$ cat src/sv/hfbs_pkg.sv
// Shared types, constants and the CRC step function for the HDLC bit serializer.
// Used by hfbs_front, hfbs_back and the top level; depends on nothing else.
`default_nettype none

package hfbs_pkg;

	// Input kind codes as they arrive on the slave-side tuser.
	localparam logic [1:0] KIND_START  = 2'd0;
	localparam logic [1:0] KIND_BYTE   = 2'd1;
	localparam logic [1:0] KIND_END    = 2'd2;
	localparam logic [1:0] KIND_UNUSED = 2'd3;

	// Frame constants.
	localparam logic [15:0] CRC_PRESET  = 16'hFFFF;
	localparam logic [15:0] CRC_POLY    = 16'h8408;
	localparam logic [7:0]  FLAG_BYTE   = 8'h7E;
	localparam logic [7:0]  BYTE_MASK   = 8'hFF;
	localparam logic [2:0]  STUFF_LIMIT = 3'd5;
	localparam logic [3:0]  BITS_PER_BYTE = 4'd8;

	// Command queue geometry.
	localparam int QUEUE_DEPTH = 2;
	localparam int QUEUE_AW    = $clog2(QUEUE_DEPTH);
	localparam int QUEUE_CW    = $clog2(QUEUE_DEPTH + 1);

	// Operations handed from the front part to the back part.
	typedef enum logic [1:0] {
		OP_START = 2'd0,
		OP_BYTE  = 2'd1,
		OP_END   = 2'd2
	} op_t;

	// One classified command.
	typedef struct packed {
		op_t        op;
		logic [7:0] value;
		logic       as_flag;
	} cmd_t;

	// Handshake between the queue and the back part.
	typedef struct packed {
		logic valid;
		cmd_t cmd;
	} cmd_req_t;

	// One step of the reflected CRC-16 over a single data bit.
	function automatic logic [15:0] crc_bit(input logic [15:0] crc, input logic b);
		logic [15:0] r;
		r = {1'b0, crc[15:1]};
		if (crc[0] ^ b) begin
			r = r ^ CRC_POLY;
		end
		return r;
	endfunction

endpackage

`default_nettype wire

$ cat src/sv/hdlc_frame_bit_serializer.sv
// HDLC frame bit serializer: one NRZI line bit per cycle on the master side while
// m_axis_tready lets the output register drain. The command queue accepts new
// requests while earlier ones are still being serialized, as long as it has room.
// Reset: CRC all ones, tone at mark, ones run zero, command queue and output empty.
// Depends on hfbs_pkg, hfbs_front and hfbs_back.
`default_nettype none

module hdlc_frame_bit_serializer (
	input  wire logic       clk,
	input  wire logic       arst_n,
	input  wire logic       s_axis_tvalid,
	output logic            s_axis_tready,
	input  wire logic [7:0] s_axis_tdata,  // [7:0] byte_value
	input  wire logic [1:0] s_axis_tuser,  // [1:0] kind
	output logic            m_axis_tvalid,
	input  wire logic       m_axis_tready,
	output logic [7:0]      m_axis_tdata,  // [0] tone_level, [7:1] zero
	output logic [0:0]      m_axis_tuser,  // [0] stuffed_bit
	output logic            m_axis_tlast   // last_bit
);
	import hfbs_pkg::*;

	cmd_req_t cmd_req;
	logic     cmd_take;
	logic     tone;
	logic     stuffed;

	// Accept and classify requests into the command queue.
	hfbs_front u_front (
		.clk      (clk),
		.arst_n   (arst_n),
		.in_valid (s_axis_tvalid),
		.in_ready (s_axis_tready),
		.in_kind  (s_axis_tuser),
		.in_byte  (s_axis_tdata),
		.cmd_req  (cmd_req),
		.cmd_take (cmd_take)
	);

	// Serialize commands into line bits.
	hfbs_back u_back (
		.clk         (clk),
		.arst_n      (arst_n),
		.cmd_req     (cmd_req),
		.cmd_take    (cmd_take),
		.out_valid   (m_axis_tvalid),
		.out_ready   (m_axis_tready),
		.out_tone    (tone),
		.out_stuffed (stuffed),
		.out_last    (m_axis_tlast)
	);

	assign m_axis_tdata = {7'd0, tone};
	assign m_axis_tuser = stuffed;

endmodule

`default_nettype wire

$ cat src/sv/hfbs_front.sv
// Front part: accepts input requests, classifies them and queues commands.
// Depends on hfbs_pkg.
`default_nettype none

module hfbs_front (
	input  wire logic              clk,
	input  wire logic              arst_n,
	input  wire logic              in_valid,
	output logic                   in_ready,
	input  wire logic [1:0]        in_kind,
	input  wire logic [7:0]        in_byte,
	output hfbs_pkg::cmd_req_t     cmd_req,
	input  wire logic              cmd_take
);
	import hfbs_pkg::*;

	cmd_t                  mem_q [QUEUE_DEPTH];
	logic [QUEUE_AW-1:0]   wr_ptr_q;
	logic [QUEUE_AW-1:0]   rd_ptr_q;
	logic [QUEUE_CW-1:0]   count_q;
	logic                  push;
	logic                  pop;
	cmd_t                  new_cmd;

	// Classify the request; the unused kind is dropped without a queue slot.
	always_comb begin
		new_cmd.value   = in_byte;
		new_cmd.as_flag = (in_byte == FLAG_BYTE);
		unique case (in_kind)
			KIND_START: new_cmd.op = OP_START;
			KIND_BYTE:  new_cmd.op = OP_BYTE;
			default:    new_cmd.op = OP_END;
		endcase
	end

	assign in_ready = (count_q != QUEUE_CW'(QUEUE_DEPTH));
	assign push     = in_valid && in_ready && (in_kind != KIND_UNUSED);
	assign pop      = cmd_take && (count_q != '0);

	assign cmd_req.valid = (count_q != '0);
	assign cmd_req.cmd   = mem_q[rd_ptr_q];

	// Queue storage.
	always_ff @(posedge clk) begin
		if (push) begin
			mem_q[wr_ptr_q] <= new_cmd;
		end
	end

	// Queue pointers and fill count.
	always_ff @(posedge clk or negedge arst_n) begin
		if (!arst_n) begin
			wr_ptr_q <= '0;
			rd_ptr_q <= '0;
			count_q  <= '0;
		end else begin
			if (push) begin
				wr_ptr_q <= wr_ptr_q + 1'b1;
			end
			if (pop) begin
				rd_ptr_q <= rd_ptr_q + 1'b1;
			end
			if (push && !pop) begin
				count_q <= count_q + 1'b1;
			end else if (pop && !push) begin
				count_q <= count_q - 1'b1;
			end
		end
	end

endmodule

`default_nettype wire

$ cat src/sv/hfbs_back.sv
// Back part: serializes queued commands into NRZI line bits with stuffing and CRC.
// Holds the frame state and the output register. Depends on hfbs_pkg.
`default_nettype none

module hfbs_back (
	input  wire logic               clk,
	input  wire logic               arst_n,
	input  wire hfbs_pkg::cmd_req_t cmd_req,
	output logic                    cmd_take,
	output logic                    out_valid,
	input  wire logic               out_ready,
	output logic                    out_tone,
	output logic                    out_stuffed,
	output logic                    out_last
);
	import hfbs_pkg::*;

	typedef enum logic [4:0] {
		ST_IDLE = 5'b00001,
		ST_DATA = 5'b00010,
		ST_LO   = 5'b00100,
		ST_HI   = 5'b01000,
		ST_FLAG = 5'b10000
	} state_t;

	state_t      state_q, state_n;
	logic [7:0]  shift_q, shift_n;
	logic [7:0]  hi_q, hi_n;
	logic [3:0]  cnt_q, cnt_n;
	logic        flag_q, flag_n;
	logic        stuff_q, stuff_n;
	logic [15:0] crc_q, crc_n;
	logic [2:0]  ones_q, ones_n;
	logic        tone_q, tone_n;

	logic        can_emit;
	logic        emit;
	logic        emit_tone;
	logic        emit_stuffed;
	logic        byte_done;
	logic        emit_last;
	logic [2:0]  ones_eff;

	logic        out_valid_q;
	logic        out_tone_q;
	logic        out_stuffed_q;
	logic        out_last_q;

	assign can_emit = !out_valid_q || out_ready;

	// Bit engine: one bit per cycle unless stalled; byte sequencing, command load.
	always_comb begin
		state_n      = state_q;
		shift_n      = shift_q;
		hi_n         = hi_q;
		cnt_n        = cnt_q;
		flag_n       = flag_q;
		stuff_n      = stuff_q;
		crc_n        = crc_q;
		ones_n       = ones_q;
		tone_n       = tone_q;
		emit         = 1'b0;
		emit_tone    = tone_q;
		emit_stuffed = 1'b0;
		byte_done    = 1'b0;
		ones_eff     = flag_q ? 3'd0 : ones_q;

		if ((state_q != ST_IDLE) && can_emit) begin
			emit = 1'b1;
			if (stuff_q) begin
				// Inserted stuffing period: toggled tone, run cleared.
				tone_n       = ~tone_q;
				ones_n       = '0;
				stuff_n      = 1'b0;
				emit_stuffed = 1'b1;
				byte_done    = (cnt_q == BITS_PER_BYTE);
			end else begin
				// Data bit, least significant first.
				shift_n = {1'b0, shift_q[7:1]};
				cnt_n   = cnt_q + 4'd1;
				if (!flag_q) begin
					crc_n = crc_bit(crc_q, shift_q[0]);
				end
				if (!shift_q[0]) begin
					tone_n = ~tone_q;
					ones_n = '0;
				end else begin
					ones_n = ones_eff + 3'd1;
				end
				stuff_n   = shift_q[0] && (ones_n == STUFF_LIMIT);
				byte_done = (cnt_q == BITS_PER_BYTE - 4'd1) && !stuff_n;
			end
			emit_tone = tone_n;
		end

		emit_last = byte_done && ((state_q == ST_DATA) || (state_q == ST_FLAG));

		// Move to the next byte of a closing sequence, or go idle after a last byte.
		if (byte_done) begin
			cnt_n = '0;
			priority case (1'b1)
				state_q == ST_LO: begin
					shift_n = hi_q;
					flag_n  = 1'b0;
					state_n = ST_HI;
				end
				state_q == ST_HI: begin
					shift_n = FLAG_BYTE;
					flag_n  = 1'b1;
					state_n = ST_FLAG;
				end
				default: begin
					state_n = ST_IDLE;
				end
			endcase
		end

		// Take the next command when idle or when this bit finishes the item.
		cmd_take = cmd_req.valid && ((state_q == ST_IDLE) || emit_last);
		if (cmd_take) begin
			cnt_n   = '0;
			stuff_n = 1'b0;
			unique case (cmd_req.cmd.op)
				OP_START: begin
					crc_n   = CRC_PRESET;
					state_n = ST_IDLE;
				end
				OP_BYTE: begin
					shift_n = cmd_req.cmd.value;
					flag_n  = cmd_req.cmd.as_flag;
					state_n = ST_DATA;
				end
				default: begin
					shift_n = crc_n[7:0] ^ BYTE_MASK;
					hi_n    = crc_n[15:8] ^ BYTE_MASK;
					flag_n  = 1'b0;
					state_n = ST_LO;
				end
			endcase
		end
	end

	// Frame state and sequencer control.
	always_ff @(posedge clk or negedge arst_n) begin
		if (!arst_n) begin
			state_q <= ST_IDLE;
			cnt_q   <= '0;
			flag_q  <= 1'b0;
			stuff_q <= 1'b0;
			crc_q   <= CRC_PRESET;
			ones_q  <= '0;
			tone_q  <= 1'b1;
		end else begin
			state_q <= state_n;
			cnt_q   <= cnt_n;
			flag_q  <= flag_n;
			stuff_q <= stuff_n;
			crc_q   <= crc_n;
			ones_q  <= ones_n;
			tone_q  <= tone_n;
		end
	end

	// Byte shifters.
	always_ff @(posedge clk) begin
		shift_q <= shift_n;
		hi_q    <= hi_n;
	end

	// Output register valid flag.
	always_ff @(posedge clk or negedge arst_n) begin
		if (!arst_n) begin
			out_valid_q <= 1'b0;
		end else if (can_emit) begin
			out_valid_q <= emit;
		end
	end

	// Output register payload.
	always_ff @(posedge clk) begin
		if (can_emit) begin
			out_tone_q    <= emit_tone;
			out_stuffed_q <= emit_stuffed;
			out_last_q    <= emit_last;
		end
	end

	assign out_valid   = out_valid_q;
	assign out_tone    = out_tone_q;
	assign out_stuffed = out_stuffed_q;
	assign out_last    = out_last_q;

endmodule

`default_nettype wire
$ cat config.mk
export PLATFORM = sky130hd
export DESIGN_NAME = hdlc_frame_bit_serializer
export DESIGN_NICKNAME = d
export VERILOG_FILES = /design/src/sv/hfbs_pkg.sv /design/src/sv/hdlc_frame_bit_serializer.sv /design/src/sv/hfbs_front.sv /design/src/sv/hfbs_back.sv
export SDC_FILE = /design/constraint.sdc
export NUM_CORES = 1
export LEC_CHECK = 0
export ABC_AREA = 1
export BUFFER_PORTS_ARGS = -buffer_cell sky130_fd_sc_hd__buf_2
export CORE_UTILIZATION = 50
export DETAILED_ROUTE_END_ITERATION = 10
export GPL_TIMING_DRIVEN = 1
export PLACE_DENSITY = 0.77
export SLEW_MARGIN = 0
export SYNTH_ARGS = -nofsm -noshare
export SYNTH_HDL_FRONTEND = slang
export SYNTH_SLANG_ARGS = --single-unit
$ cat constraint.sdc
create_clock -name clk -period 2.7 [get_ports clk]
set_input_delay 0.54 -clock clk [delete_from_list [all_inputs] [get_ports clk]]
set_output_delay 0.54 -clock clk [all_outputs]
set_load 0.005 [all_outputs]
==> metrics.md <==
| Metric | Value |
|---|---|
| Nets | `433` |
| DR vias | `2576` |
| Vias in the first global route | `2545` |
| Multi-input gate area | `1325 um^2` |
| Slew margin rel. | `0.4323` |
| Post-Syn Area | `3631 um^2` |
| Clk_lat worst skew | `350 ps` |
| Area share of the largest cell type after synthesis | `0.2729` |
| Initial DRC count | `179` |
| Crit-path max FO | `6` |
| Setup CP Type | `reg -> reg` |
| Register area | `2074 um^2` |
| CP Capture Type | `flop` |
| Synth unique cells | `36` |
| MaxCap Viol Count | `0` |
| Core footprint | `6907 um^2` |
| First-pass GRT wire length | `11.54 mm` |
| Clock buffer depth | `2` |
| Area Overhead vs Synth | `10.06%` |
| Number of synthesized flops with an enable pin | `33` |
| Initial antenna violation count | `0` |
| Share of post-route cells with drive strength above 1 | `0.1881` |
| Ant diodes | `0` |
| Fillers | `652` |
| Post-CTS Setup Repair Bufs | `0` |
| Vias per inst | `4.992` |
| Setup tns final | `0 ps` |
| Reg2reg end | `u_front.count_q[1]$_DFFE_PN0P_` |
| VDD IR-drop max | `0.5506 mV` |
| Die height | `87.22 um` |
| Starting density of the core | `0.5257` |
| Core Rows | `30` |
| Root Driver | `clkbuf_8` |
| Io pins | `26` |
| Fin Hold WS | `293.5 ps` |
| Largest net degree at the start of global routing | `37` |
| CP required | `2940 ps` |
| Synth Register Bits | `77` |
| Final wirelength | `6.878 mm` |
| Sequential element share of the synthesized area | `0.5713` |
| Reg2Reg Depth | `14` |
| Post-route ant nets | `0` |
| Largest area contributor in the netlist | `edfxtp_1` |
| Clock sink total | `77` |
| CP Launch Type | `flop` |
| Arr. time, crit path | `2680 ps` |
| Clock skew | `8.132 ps` |
| Main area contributors after synthesis | `edfxtp_1, dfstp_2, nand2_1` |
| Die W | `87.22 um` |
| RR Startpoint | `u_back.flag_q$_DFF_PN0_` |
| Final hold vios | `0` |
| Mean Syn Cell Area | `9.286 um^2` |
| DRT Pass-1 Iters | `4` |
| Max Slew Vio Count | `0` |
| Synth warnings | `0` |
| Die area | `7606 um^2` |
| Pwr Density | `1193 nW/um^2` |
| Fmax | `408.6 MHz` |
| Worst Hold Class | `in -> async` |
| Global placement routability congestion | `0.8200` |
| CTS H-tree depth | `3` |
| CTS tree | `built` |
| Reg2Reg Setup Slack | `250 ps` |
| Final setup violation count | `0` |
| Total gr overflow | `0` |
| Ys async rst share | `0.4675` |
| Top FF cell, synth | `edfxtp_1` |
| Drt wl/cell | `13.33 um` |
| Worst-path clk slew | `80 ps` |
| Pleak | `1.839 nW` |
| TritonCTS Buffers | `9` |
| Gr usage total | `0.2029` |
| Period utilization | `0.9065` |
| Hpwl dp | `4.823 mm` |
| DRC errors left | `0` |
| Status | `finished, final reports clean` |
| # hold bufs at CTS | `0` |
| RSZ-0062 raised after global routing | `false` |
| Worst slew pin tran | `851.6 ps` |
| Port bufs | `18` |
| Post-synthesis cell count | `391` |
| Overall power | `0.004767 W` |
| Min Tclk post-route | `2448 ps` |
| Post-cts sizing count | `0` |
[logic make-up after synthesis]
kind of cell	Yosys count	synth area share
xor gates and xnor gates	8	0.01930
other	1	0.001033
adders and majority gates	4	0.01378
muxes	9	0.02481
AOI/OAI and AO/OA	32	0.04721
and+or+nand+nor	205	0.2526
buffers and inverters	55	0.06995
DFF	77	0.5713
[worst max path at each step]
| stage | start | endpoint | slack (ps) | cells past startpoint |
|---|---|---|---|---|
| 4_1_cts | u_back.flag_q$_DFF_PN0_ | u_front.count_q[1]$_DFFE_PN0P_ | 280 | 14 |
| 3_3_place_gp | u_back.flag_q$_DFF_PN0_ | u_front.count_q[1]$_DFFE_PN0P_ | 490 | 15 |
| 6_report | u_back.flag_q$_DFF_PN0_ | u_front.count_q[1]$_DFFE_PN0P_ | 250 | 14 |
| 5_1_grt | u_back.flag_q$_DFF_PN0_ | u_front.count_q[1]$_DFFE_PN0P_ | 80 | 15 |
| 3_5_place_dp | u_back.flag_q$_DFF_PN0_ | u_front.count_q[1]$_DFFE_PN0P_ | 310 | 14 |
| 2_1_floorplan | u_back.flag_q$_DFF_PN0_ | u_front.count_q[1]$_DFFE_PN0P_ | 630 | 14 |
[per-stage QoR]
| step | instance area, um^2 | std cells | util | worst slack, ps |
|---|---|---|---|---|
| after floorplan | 3654 | 397 | - | 627.4 |
| after global placement | 3786 | 500 | 0.5482 | 488.5 |
| after detailed placement | 3786 | 500 | 0.5482 | 306.6 |
| after CTS | 3996 | 516 | 0.5786 | 279.4 |
| after global routing | 3996 | 516 | 0.5786 | 75.27 |
| final | 3996 | 516 | 0.5786 | 252.5 |
[power by group]
group / internal [W] / leakage (nW) / switching [W] / total, W
Combinational: 0.000637 / 0.941 / 0.00121 / 0.00184
Clock: 0.000497 / 0.104 / 0.000410 / 0.000906
Sequential: 0.00178 / 0.794 / 0.000239 / 0.00202
[synthesized netlist by cell type (2+ instances only)]
cell type and n:
nor3_1 3, xor2_1 5, buf_2 2, buf_4 8, o21ai_0 21, dfstp_2 18
nand3_1 27, dfrtp_1 18, ha_1 4, or2_2 5, nand3_4 2, nand4_1 5
nor2_2 4, clkbuf_1 2, nand3_2 2, edfxtp_1 33, inv_2 6, xnor2_1 3
buf_6 2, nand2_2 4, nor2_1 25, o22ai_1 2, mux2i_1 9, a21oi_1 6
dfxtp_1 8, inv_1 35, nand2_1 123
[per-layer routing]
layer / part of all wire / track usage / wire length [um]
met5: 0 / 0 / 0
met4: 0.018 / 0.08644 / 127
met3: 0.042 / 0.04550 / 292
met2: 0.47 / 0.3393 / 3240
met1: 0.47 / 0.2545 / 3217
[flip-flops by register name, summed over array words and instances (netlist names), 2 cells and up]
name / cells
u_front.mem_q: 22
u_back.crc_q: 16
u_back.hi_q: 8
u_back.shift_q: 8
u_back.state_q: 5
u_back.cnt_q: 4
u_back.ones_q: 3
u_front.count_q: 2
[cells in the final DEF (no fill, tap or decap), types with 2 or more instances in the layout]
master / Yosys / routed
a21oi_1: 6 / 6
buf_2: 2 / 18
buf_4: 8 / 3
clkbuf_8: 0 / 12
clkinv_1: 0 / 2
conb_1: 1 / 7
dfrtp_1: 18 / 18
dfstp_2: 18 / 18
dfxtp_1: 8 / 8
edfxtp_1: 33 / 33
ha_1: 4 / 4
inv_1: 35 / 35
inv_2: 6 / 6
mux2i_1: 9 / 9
nand2_1: 123 / 123
nand2_2: 4 / 4
nand3_1: 27 / 27
nand3_2: 2 / 2
nand3_4: 2 / 2
nand4_1: 5 / 5
nor2_1: 25 / 25
nor2_2: 4 / 4
nor3_1: 3 / 3
o21ai_0: 21 / 21
o22ai_1: 2 / 2
or2_2: 5 / 5
xnor2_1: 3 / 3
xor2_1: 5 / 5
[worst max-delay path, stage by stage, from the launching register on]
cell,delay [ps]
dfrtp_1,440
inv_2,110
nand2_1,90
inv_1,50
ha_1,200
a21oi_1,170
nor2_1,90
nand2_2,110
nand3_2,100
nand2_2,120
nand2_4,90
ha_1,350
a21oi_1,150
o21ai_0,130
xnor2_1,140
[final cells by class]
cell class | count | share of cell area
sequential | 77 | 0.5191
timing repair buffer | 21 | 0.02818
clock inverter | 4 | 0.01127
inverter | 41 | 0.03851
multi-input combinational | 265 | 0.3316
clock buffer | 12 | 0.04133
tap | 96 | 0.03006
Power figures use the tool's default switching activity.
